File: config.mk
export PLATFORM = sky130hd
export DESIGN_NAME = utf8_stream_decoder
export DESIGN_NICKNAME = d
export VERILOG_FILES = /design/src/u8d_pkg.sv /design/src/u8d_head_decode.sv /design/src/utf8_stream_decoder.sv
export SDC_FILE = /design/constraint.sdc
export NUM_CORES = 1
export LEC_CHECK = 0
export BUFFER_PORTS_ARGS = -buffer_cell sky130_fd_sc_hd__buf_2
export CAP_MARGIN = 20
export CORE_MARGIN = 1.5
export CORE_UTILIZATION = 60
export DETAILED_ROUTE_END_ITERATION = 10
export PLACE_DENSITY_LB_ADDON = 0.08
export SYNTH_ARGS = -nofsm -noshare
export SYNTH_HDL_FRONTEND = slang
export SYNTH_SLANG_ARGS = --single-unit
File: constraint.sdc
create_clock -name i_clk -period 7.2 [get_ports i_clk]
set_clock_uncertainty 0.1 [all_clocks]
set_input_delay 2.16 -clock i_clk [delete_from_list [all_inputs] [get_ports i_clk]]
set_output_delay 2.16 -clock i_clk [all_outputs]
set_load 0.05 [all_outputs]
File: src/u8d_pkg.sv
// Shared types for the UTF-8 stream decoder: transfer payloads, the
// look-ahead window and the decoded head character. No dependencies.
`default_nettype none

package u8d_pkg;

    localparam int unsigned WindowBytes = 4;

    typedef logic [WindowBytes-1:0][7:0] t_window;

    typedef struct packed {
        logic [7:0] text_byte;
        logic       end_of_text;
    } t_in_item;

    typedef struct packed {
        logic [20:0] code_point;
        logic [8:0]  error_mask;
        logic [2:0]  bytes_used;
        logic        last_char;
    } t_out_item;

    typedef struct packed {
        logic [20:0] code_point;
        logic [8:0]  error_mask;
        logic [2:0]  bytes_used;
    } t_head;

endpackage

`default_nettype wire

File: src/u8d_head_decode.sv
// Combinational decode of the character at the head of the window.
// Depends on u8d_pkg for the window and head types.
`default_nettype none

module u8d_head_decode
    import u8d_pkg::*;
(
    input  t_window i_window,
    output t_head   o_head
);

    localparam logic [31:0][2:0] LenTable = {
        3'd0, 3'd4, 3'd3, 3'd3, 3'd2, 3'd2, 3'd2, 3'd2,
        3'd0, 3'd0, 3'd0, 3'd0, 3'd0, 3'd0, 3'd0, 3'd0,
        3'd1, 3'd1, 3'd1, 3'd1, 3'd1, 3'd1, 3'd1, 3'd1,
        3'd1, 3'd1, 3'd1, 3'd1, 3'd1, 3'd1, 3'd1, 3'd1
    };

    logic [7:0]  w_b0, w_b1, w_b2, w_b3;
    logic [2:0]  w_len;
    logic [6:0]  w_lead;
    logic [24:0] w_raw;
    logic [20:0] w_cp;
    logic        w_small;
    logic [8:0]  w_err_raw;
    logic [8:0]  w_err;

    assign w_b0  = i_window[0];
    assign w_b1  = i_window[1];
    assign w_b2  = i_window[2];
    assign w_b3  = i_window[3];
    assign w_len = LenTable[w_b0[7:3]];

    always_comb begin
        case (w_len)
            3'd1:    w_lead = w_b0[6:0];
            3'd2:    w_lead = {2'b00, w_b0[4:0]};
            3'd3:    w_lead = {3'b000, w_b0[3:0]};
            3'd4:    w_lead = {4'b0000, w_b0[2:0]};
            default: w_lead = 7'd0;
        endcase
    end

    assign w_raw = {w_lead, w_b1[5:0], w_b2[5:0], w_b3[5:0]};

    always_comb begin
        case (w_len)
            3'd1:    w_cp = 21'(w_raw >> 18);
            3'd2:    w_cp = 21'(w_raw >> 12);
            3'd3:    w_cp = 21'(w_raw >> 6);
            default: w_cp = w_raw[20:0];
        endcase
    end

    always_comb begin
        case (w_len)
            3'd1:    w_small = 1'b0;
            3'd2:    w_small = (w_cp < 21'd128);
            3'd3:    w_small = (w_cp < 21'd2048);
            3'd4:    w_small = (w_cp < 21'd65536);
            default: w_small = 1'b1;
        endcase
    end

    assign w_err_raw = {(w_cp > 21'h10FFFF), (w_cp[20:11] == 10'h1b), w_small,
                        w_b1[7:6], w_b2[7:6], w_b3[7:6]} ^ 9'h02a;

    always_comb begin
        case (w_len)
            3'd1:    w_err = w_err_raw >> 6;
            3'd2:    w_err = w_err_raw >> 4;
            3'd3:    w_err = w_err_raw >> 2;
            default: w_err = w_err_raw;
        endcase
    end

    assign o_head.code_point = w_cp;
    assign o_head.error_mask = w_err;
    assign o_head.bytes_used = (w_len == 3'd0) ? 3'd1 : w_len;

endmodule

`default_nettype wire

File: src/utf8_stream_decoder.sv
// UTF-8 stream decoder: one byte per transfer in, one character per transfer out.
// Output is registered, valid in the cycle after the byte that fills the window; an
// end_of_text byte is stored first and the flushed characters are decoded from it.
// Throughput, while the output is not stalled: one byte per cycle; after an end_of_text
// byte the input holds while the flush emits one character per cycle (up to four).
// Reset (synchronous, active low) empties the window and drops any pending result.
// Depends on u8d_pkg and u8d_head_decode.
`default_nettype none

module utf8_stream_decoder
    import u8d_pkg::*;
(
    input  wire        i_clk,
    input  wire        i_rst_n,
    input  wire        i_in_valid,
    output logic       o_in_ready,
    input  t_in_item   i_in_data,
    output logic       o_out_valid,
    input  wire        i_out_ready,
    output t_out_item  o_out_data
);

    t_window   r_win, n_win;
    logic [2:0] r_fill, n_fill;
    logic      r_flush, n_flush;
    logic      r_out_valid, n_out_valid;
    t_out_item r_out, n_out;

    t_window   w_ins;
    t_window   w_dec_src;
    t_window   w_dropped;
    t_head     w_head;
    logic      w_out_free;
    logic      w_accept;

    assign w_out_free = !r_out_valid || i_out_ready;
    assign o_in_ready = !r_flush && w_out_free;
    assign w_accept   = i_in_valid && o_in_ready;

    always_comb begin
        for (int i = 0; i < WindowBytes; i++) begin
            if (3'(i) < r_fill) begin
                w_ins[i] = r_win[i];
            end else if (3'(i) == r_fill) begin
                w_ins[i] = i_in_data.text_byte;
            end else begin
                w_ins[i] = 8'd0;
            end
        end
    end

    assign w_dec_src = r_flush ? r_win : w_ins;

    u8d_head_decode u_head_decode (
        .i_window (w_dec_src),
        .o_head   (w_head)
    );

    assign w_dropped = t_window'(w_dec_src >> {w_head.bytes_used, 3'b000});

    always_comb begin
        n_win       = r_win;
        n_fill      = r_fill;
        n_flush     = r_flush;
        n_out_valid = w_out_free ? 1'b0 : r_out_valid;
        n_out       = r_out;
        if (r_flush) begin
            if (w_out_free) begin
                n_out_valid         = 1'b1;
                n_out.code_point    = w_head.code_point;
                n_out.error_mask    = w_head.error_mask;
                n_out.bytes_used    = w_head.bytes_used;
                n_out.last_char     = (w_head.bytes_used >= r_fill);
                if (w_head.bytes_used >= r_fill) begin
                    n_flush = 1'b0;
                    n_win   = '0;
                    n_fill  = 3'd0;
                end else begin
                    n_win  = w_dropped;
                    n_fill = r_fill - w_head.bytes_used;
                end
            end
        end else if (w_accept) begin
            if (i_in_data.end_of_text) begin
                n_win   = w_ins;
                n_fill  = r_fill + 3'd1;
                n_flush = 1'b1;
            end else if (r_fill == 3'd3) begin
                n_out_valid      = 1'b1;
                n_out.code_point = w_head.code_point;
                n_out.error_mask = w_head.error_mask;
                n_out.bytes_used = w_head.bytes_used;
                n_out.last_char  = 1'b0;
                n_win            = w_dropped;
                n_fill           = 3'd4 - w_head.bytes_used;
            end else begin
                n_win  = w_ins;
                n_fill = r_fill + 3'd1;
            end
        end
    end

    always_ff @(posedge i_clk) begin
        if (!i_rst_n) begin
            r_win       <= '0;
            r_fill      <= 3'd0;
            r_flush     <= 1'b0;
            r_out_valid <= 1'b0;
        end else begin
            r_win       <= n_win;
            r_fill      <= n_fill;
            r_flush     <= n_flush;
            r_out_valid <= n_out_valid;
        end
    end

    always_ff @(posedge i_clk) begin
        r_out <= n_out;
    end

    assign o_out_valid = r_out_valid;
    assign o_out_data  = r_out;

endmodule

`default_nettype wire

==> impl_metrics.toml, run 1 <==
[timing]
worst_pin_slew_ns = 1.03
finalCritPeriodShare_pct = 81.1
worst_hold_slack_ns = 0.402
grt_setup_unrepaired = "no"
fin_setup_tns_ns = 0
timing.fmax_mhz = 171
slew_headroom_pct = 30.8
slew_violations = 0
hold_viol = 0
final-setup-viol-count = 0
fin_crit_ns = 5.84

[power_and_ir_drop]
ir_drop_uv = 162
powerDensity_nw_per_um2 = 242
p_leak_uw = 0.00182

[yosys]
synth_fp_nets = 540
avgSynthCellArea_um2 = 8.78
yosysSeqAreaShare_pct = 38.7
yosysWarnings = 0
async_flop_share_pct = 0
syn-cell-area_um2 = 4550
synthCells = 519
synth-edff-count = 34
netlist-cell-type-count = 70
ys.flop_type = "dfxtp_1"
ys_seq_elements = 71

[critical_path]
crit_path_start = "i_in_data[4]"
slowest_delay_ns = 0.85
cp_cell_sequence = "buf_2 > and3b_1 > mux2i_1 > nand3_1 > ha_1 > and3b_1 > o21a_1 > o21a_1 > nand2_1 > o31ai_1 > a221o_1"
arrival_ns = 6.04
cpMaxStageDelayCell = "o31ai_1"
path_max_fanout = 11
path_class = "in -> reg"
r2r-start = "r_fill[0]"
crit_path_end_kind = "flip-flop"
startpoint_type = "input port"
cp.required_ns = 7.40

[cells_and_area]
fin_nets = 566
area.growth.synth_to_final_pct = 10.5
stdcell_count = 649
final_cell_mix = "nand2_1, buf_2, dfxtp_1"
layout-drive-gt1-share_pct = 16.2
final_common_cell = "nand2_1"
antenna_cells = 0
fillers = 627

[drt]
drtIter0Drc = 590
route.detailed.drc = 0
dr.pass1.iters = 5
antenna_left = 0
vias = 4452
routed_wl_um = 13600
vias_per_cell = 6.86
wl_per_cell_um = 20.9

[floorplanning]
dieArea_um2 = 8120
rows = 31
core_area_um2 = 7290
die_w_um = 90.1
ios = 49
floorplan.initialDensity_pct = 62.5
dieHeight_um = 90.1

[min_path]
holdCritStartpoint = "r_win[13]"
hold_class = "reg -> reg"

[clock_tree]
hold_buffers = 0
htree_levels = 3
cts_buffers = 9
cts_tree = "built"
clock_latency_ns = 0.36
postCtsSetupBuffers = 0
root_buffer = "clkbuf_8"
cts.path.max_buffers = 2
clkSinkCount = 71
cts_resized = 0
path_clk_slew_ns = 0.08

[placement]
routabilityCongestion = 0.958
io_buffers = 48
dp_hpwl_um = 9580
dp.cells = 633

[grt]
globalRouteOverflowTotal = 0
antenna_found_initial = 0
grt_pass1_wl_um = 21800
grt_max_degree = 36
track_usage_pct = 34.1
grt_pass1_vias = 4203

[run_status]
outcome = "finished, final reports clean"

[flow_run]
max-cap-violations = 0
## worst max-delay path: cells and delay by family
kind / cells / cell delay, ns
AOI/OAI and AO/OA: 4 / 1.59
buffers and inverters: 1 / 0.15
muxes: 1 / 0.45
and+or+nand+nor: 4 / 1.12
adders and majority gates: 1 / 0.55
## report_power, final
group          total (uW)  switching (uW)  internal, uW
combinational         385             273           112
clock                 361             157           204
sequential            474            20.4           454
total                1220             450           770
## Yosys cell counts, drive strengths merged, types with 6 or more instances
| library cell | count | area, um2 |
|---|---|---|
| clkbuf | 22 | 82.6 |
| ha | 7 | 87.6 |
| a21oi | 38 | 198 |
| o221ai | 13 | 114 |
| nand2b | 6 | 37.5 |
| mux2i | 18 | 193 |
| a221o | 10 | 100 |
| nor3 | 14 | 75.1 |
| nor2 | 21 | 78.8 |
| and2 | 13 | 81.3 |
| nand3 | 24 | 120 |
| a22o | 9 | 78.8 |
| a22oi | 12 | 90.1 |
| a31oi | 14 | 87.6 |
| dfxtp | 37 | 741 |
| o22ai | 18 | 119 |
| edfxtp | 34 | 1020 |
| buf | 18 | 93.8 |
| nor2b | 10 | 62.6 |
| nand2 | 65 | 246 |
| o21ai | 30 | 150 |
| inv | 9 | 33.8 |
| and3 | 8 | 50.1 |
## path summary, 6_finish.rpt
path	to	slack (ns)	cells after the start
max	r_win[8]	1.36	11
min	r_win[13]	0.40	1
max reg2reg	r_win[8]	1.76	12
min reg2reg	r_win[13]	0.40	1
## logic make-up (layout without fill, tap and decap cells)
family          after synthesis  after routing  share of synthesized area [%]
compound gates              181            181                           27.6
simple gates                181            181                           20.3
flops                        71             71                           38.7
buf+inv                      52             83                           4.97
mux                          23             23                           5.47
fa+ha+maj                     8              8                           2.36
xor+xnor                      3              3                          0.577
## area by class of cell
cell class	instances	area [um2]	area share, %
well taps	99	124	2.46
repair buffers	55	293	5.82
multi-input cells	396	2580	51.2
flip-flops and latches	71	1760	35.0
clock buffers	13	181	3.61
clock inverters	3	45.0	0.895
inverters	12	50.0	0.995
## metal layers
metal | GRT usage (%) | vias to the layer above | routed length (um)
li1 | - | 2031 | -
met1 | 45.7 | 2065 | 5520
met2 | 53.6 | 307 | 6260
met3 | 6.26 | 49 | 1330
met4 | 15.2 | 0 | 482
met5 | 0 | - | 0
## stage by stage
step	power, uW	worst slack [ns]	area (um2)	util (%)
after floorplan	765	2.04	4550	-
after global placement	848	1.41	4810	65.9
after detailed placement	855	1.20	4810	65.9
after CTS	1210	1.51	5030	69.0
after global routing	1260	1.20	5030	69.0
final	1220	1.36	5030	69.0
## state kept, by name, summed over array words and instances, names as in the netlist
signal       flops
o_out_data      34
o_out_valid      1
r_fill           3
r_flush          1
r_win           32
Note: power is estimated with default switching activity, not from simulation.
==> inputs of run 2 (changes only) <==
--- a/config.mk
+++ b/config.mk
@@ -8,7 +8,7 @@
 export BUFFER_PORTS_ARGS = -buffer_cell sky130_fd_sc_hd__buf_2
 export CAP_MARGIN = 20
 export CORE_MARGIN = 1.5
-export CORE_UTILIZATION = 60
+export CORE_UTILIZATION = 59
 export DETAILED_ROUTE_END_ITERATION = 10
 export PLACE_DENSITY_LB_ADDON = 0.08
 export SYNTH_ARGS = -nofsm -noshare
==> constraint.sdc (replaced) <==
create_clock -name i_clk -period 5.44 [get_ports i_clk]
set_clock_uncertainty 0.1 [all_clocks]
set_input_delay 1.632 -clock i_clk [delete_from_list [all_inputs] [get_ports i_clk]]
set_output_delay 1.632 -clock i_clk [all_outputs]
set_load 0.05 [all_outputs]
==> run 2 against run 1 <==
Compared with the run above: clock-buffer cell count is 3 lower; non-clock buffer count is 10 higher; first-iteration DRC count down 16%; setup slack lost 0.41 ns; sequential power increased by 31%; register-to-register slack worse by 0.76 ns; design area grew 1.4%.
==> impl_metrics.toml, run 2 (synthesis gave the netlist of run 1 again) <==
[run_status]
outcome = "finished, final reports clean"

[cells_and_area]
fin_nets = 576
largest_reg_flops = 34
layout-drive-gt1-share_pct = 17.9
final_common_cell = "nand2_1"
multi_input_area_um2 = 2580
area.growth.synth_to_final_pct = 12.0
regArea_um2 = 1760
antenna_cells = 0
fillers = 621
final_cell_mix = "nand2_1, buf_2, dfxtp_1"

[power_and_ir_drop]
ir_drop_uv = 180
p_leak_uw = 0.00186
powerDensity_nw_per_um2 = 321

[clock_tree]
clock_latency_ns = 0.36
path_clk_slew_ns = 0.08
htree_levels = 3
cts.path.max_buffers = 2
postCtsSetupBuffers = 0
cts_resized = 0
cts_tree = "built"
cts_buffers = 9
clkSinkCount = 71
root_buffer = "clkbuf_8"
hold_buffers = 0

[critical_path]
reg2reg_to = "r_win[9]"
cpMaxStageDelayCell = "nor3_1"
cp_cell_sequence = "buf_2 > and2_1 > mux2_2 > a21oi_2 > nand2_2 > ha_1 > and3b_1 > o21a_1 > o21a_1 > nand2_1 > nor3_1 > a221o_1"
path_max_fanout = 8
crit_top_cell = "o21a_1"
r2r_slack_ns = 1.00
crit_path_start = "i_in_data[7]"
crit_end = "r_win[9]"
reg2reg_depth = 11
cp.required_ns = 5.64
r2r-start = "r_fill[1]"
slowest_delay_ns = 0.68
startpoint_type = "input port"
path_class = "in -> reg"
crit_path_end_kind = "flip-flop"
arrival_ns = 4.69

[floorplanning]
die_w_um = 90.9
core_area_um2 = 7370
dieArea_um2 = 8260
dieHeight_um = 90.9
ios = 49
floorplan.initialDensity_pct = 61.8
rows = 31

[drt]
drtIter0Drc = 496
antenna_left = 0
route.detailed.drc = 0
dr.pass1.iters = 7
wl_per_cell_um = 21.3
routed_wl_um = 14100
vias = 4548
vias_per_cell = 6.90

[flow_run]
max-cap-violations = 0

[timing]
fin_setup_tns_ns = 0
grt_setup_unrepaired = "no"
worst_hold_slack_ns = 0.396
slew_violations = 0
slew_headroom_pct = 27.9
finalCritPeriodShare_pct = 82.4
final-setup-viol-count = 0
hold_viol = 0
fin_crit_ns = 4.48
timing.fmax_mhz = 223
worst_pin_slew_ns = 1.07

[grt]
grt_max_degree = 36
antenna_found_initial = 0
track_usage_pct = 34.5
met2_usage_pct = 53.9
grt_use_met1_pct = 44.6
grt_pass1_wl_um = 22000
globalRouteOverflowTotal = 0
grt_pass1_vias = 4226
grtUsageMet3_pct = 6.82
grt.busiest_layer = "met2"

[placement]
dp_hpwl_um = 9920
io_buffers = 48
routabilityCongestion = 0.962

[min_path]
hold_class = "reg -> reg"
==> run 2: cell type report <==
type | count | area share, %
Multi-Input combinational cell | 396 | 50.5
Sequential cell | 71 | 34.5
Timing Repair Buffer | 65 | 7.21
Clock buffer | 10 | 2.50
Tap cell | 99 | 2.43
Clock inverter | 6 | 1.84
Inverter | 12 | 0.981
==> run 2: critical path, delay by kind of cell <==
| family | cells | cell delay [ns] |
|---|---|---|
| muxes | 1 | 0.32 |
| AOI/OAI and AO/OA | 4 | 0.89 |
| and+or+nand+nor | 5 | 1.42 |
| adders and majority gates | 1 | 0.25 |
| buffers and inverters | 1 | 0.17 |
==> run 2: how the worst min path moves through the flow <==
stage	end	slack, ns	cells past startpoint	from
after global routing	r_win[13]	0.42	1	r_win[13]
after floorplan	r_win[15]	0.36	1	r_win[15]
after CTS	r_win[12]	0.39	2	r_win[12]
after detailed placement	r_win[8]	0.38	1	r_win[8]
after global placement	r_win[20]	0.37	2	r_win[20]
final	r_win[9]	0.40	1	r_win[9]
==> run 2: through the flow <==
step                      instances  setup slack [ns]  utilization (%)  cell area, um2  power (uW)
after floorplan                 519             0.943                -            4550        1010
final                           659             0.955             69.2            5100        1640
after CTS                       659              1.03             69.2            5100        1620
after detailed placement        643             0.666             66.2            4880        1150
after global routing            659             0.729             69.2            5100        1690
after global placement          643             0.783             66.2            4880        1140
==> run 2: layer usage <==
layer  share of wire (%)  vias to the layer above  routed length [um]
met5                   0                        -                   0
li1                    -                     2052                   -
met2                  44                      316                6200
met3                  11                       66                1570
met4                 4.6                        0                 648
met1                  40                     2114                5650
==> run 2: report_power, final <==
| part | total (uW) | internal (uW) | switching [uW] |
|---|---|---|---|
| Sequential | 623 | 601 | 21.9 |
| Clock | 481 | 262 | 220 |
| Combinational | 534 | 159 | 375 |
| Total | 1640 | 1020 | 617 |
==> inputs of run 3 (changes only) <==
--- a/config.mk
+++ b/config.mk
@@ -8,7 +8,7 @@
 export BUFFER_PORTS_ARGS = -buffer_cell sky130_fd_sc_hd__buf_2
 export CAP_MARGIN = 20
 export CORE_MARGIN = 1.5
-export CORE_UTILIZATION = 59
+export CORE_UTILIZATION = 54
 export DETAILED_ROUTE_END_ITERATION = 10
 export PLACE_DENSITY_LB_ADDON = 0.08
 export SYNTH_ARGS = -nofsm -noshare
==> constraint.sdc (replaced) <==
create_clock -name i_clk -period 3.72 [get_ports i_clk]
set_clock_uncertainty 0.1 [all_clocks]
set_input_delay 1.116 -clock i_clk [delete_from_list [all_inputs] [get_ports i_clk]]
set_output_delay 1.116 -clock i_clk [all_outputs]
set_load 0.05 [all_outputs]
==> run 3 against run 2 <==
Compared with the run above: sequential power rose by 46%; non-clock buffer count rose by 28; power rose by 51%; highest routed layer unchanged.
==> impl_metrics.toml, run 3 (synthesis gave the netlist of run 1 again) <==
[clock_tree]
htree_levels = 3
cts_tree = "built"
cts.path.max_buffers = 2
path_clk_slew_ns = 0.09
hold_buffers = 0
clock_latency_ns = 0.36
root_buffer = "clkbuf_8"
cts_buffers = 9
clkSinkCount = 71

[drt]
drtIter0Drc = 535
dr.pass1.iters = 6
wl_per_cell_um = 20.8
route.detailed.drc = 0
antenna_left = 0
vias = 4610
routed_wl_um = 14400
vias_per_cell = 6.65

[cells_and_area]
fin_util_pct = 65.5
antenna_cells = 0
final_common_cell = "nand2_1"
area.growth.synth_to_final_pct = 17.7
stdcell_count = 693
fin_nets = 604
largest_reg_flops = 34
final_cell_mix = "nand2_1, buf_2, buf_4"
layout-drive-gt1-share_pct = 22.6
fillers = 732

[floorplanning]
core_area_um2 = 8180
dieArea_um2 = 8990
die_w_um = 94.8
dieHeight_um = 94.8
rows = 33
ios = 49
floorplan.initialDensity_pct = 55.7

[power_and_ir_drop]
power.share.clock_pct = 29.3
seq_power_share_pct = 36.7
p_sw_uw = 936
p_leak_uw = 0.00200
swShare_pct = 37.8
comb_power_share_pct = 34.0
total_power_uw = 2480
ir_drop_uv = 253
powerDensity_nw_per_um2 = 462
p_int_uw = 1540

[flow_run]
max-cap-violations = 0

[run_status]
outcome = "finished, final reports clean"

[timing]
fin_crit_ns = 3.46
worst_pin_slew_ns = 1.15
final-setup-viol-count = 0
grt_setup_unrepaired = "no"
slew_violations = 0
hold_viol = 0
timing.fmax_mhz = 289
finalWorstSetupSlack_ns = 0.255
fin_setup_tns_ns = 0
finalCritPeriodShare_pct = 93.1
slew_headroom_pct = 22.3

[placement]
dp.cells = 677
dpl_worst_slack_ns = 0.0860
io_buffers = 48
dp_hpwl_um = 10500
routabilityCongestion = 1.03

[grt]
grt_pass1_vias = 4209
track_usage_pct = 34.1
globalRouteOverflowTotal = 0
grt_pass1_wl_um = 22700
antenna_found_initial = 0
grt_max_degree = 35

[critical_path]
path_max_fanout = 14
cp.required_ns = 3.93
path_class = "reg -> reg"
arrival_ns = 3.67
reg2reg_to = "r_win[13]"
startpoint_type = "flip-flop"
crit_path_end_kind = "flip-flop"
r2r-start = "r_fill[1]"
r2r_slack_ns = 0.26
reg2reg_depth = 13

[min_path]
min_to = "r_win[14]"
holdCritStartpoint = "r_win[14]"
whs_path_depth = 1
hold_class = "reg -> reg"
## run 3: changes by cell type in the layout (fill, tap and decap cells not counted), sizes merged
| cell | change |
|---|---|
| buf | +28 |
| clkbuf | -1 |
| inv | +1 |
## run 3: how the worst max path moves through the flow
stage	startpoint	end	slack, ns	cells after the start
after floorplan	i_in_data[6]	r_win[10]	0.002	13
after global placement	i_in_data[7]	r_win[15]	0.17	12
after detailed placement	i_in_data[7]	r_win[13]	0.09	12
after CTS	r_fill[1]	r_win[13]	0.29	13
after global routing	r_fill[1]	r_win[8]	0.03	13
final	r_fill[1]	r_win[13]	0.26	13
## run 3: stage by stage
stage,cell area (um2),hold WS [ns]
after global routing,5360,0.418
after global placement,5120,0.372
final,5360,0.398
after detailed placement,5120,0.373
after CTS,5350,0.396
after floorplan,4590,0.355
## run 3: layer usage
layer  vias to the layer above  part of all wire (%)  wire [um]  global-route usage (%)
met4                         0                   4.0        578                    14.6
met3                        61                   9.9       1430                    7.00
li1                       2115                     -          -                       -
met5                         -                     0          0                       0
met2                       282                    45       6550                    53.4
met1                      2152                    41       5860                    45.4
## run 3: cell type report
class                      count  area [um2]  area share [%]
tap                          105         131            2.45
clock inverter                 7         105            1.96
sequential                    71        1760            32.9
inverter                      12        50.0           0.934
clock buffer                   9         124            2.31
multi-input combinational    396        2610            48.7
timing repair buffer          93         578            10.8
## run 3: what timing repair did
item	4_1_cts	5_1_grt
endpoints found under the hold margin	0	0
resized for setup	0	1
setup endpoints to repair	0	4
setup buffers	0	0
## run 3: power by group through the flow
stage / Combinational (uW) / Sequential [uW] / Clock (uW)
floorplan: 467 / 1020 / 0
global placement: 813 / 923 / 0
detailed placement: 816 / 925 / 0
CTS: 821 / 907 / 732
global route: 896 / 914 / 763
finish: 843 / 908 / 725
## run 3: worst max-delay path: stages (launching register included)
cell and delay [ns]:
dfxtp_1 0.37, buf_4 0.19, nor4_4 0.25, buf_4 0.29, mux2_2 0.41, a21oi_2 0.18
nand2_2 0.08, ha_1 0.21, and3b_1 0.24, o21a_1 0.17, o21a_1 0.17, nand2_2 0.15
o31ai_4 0.40, a221o_1 0.21
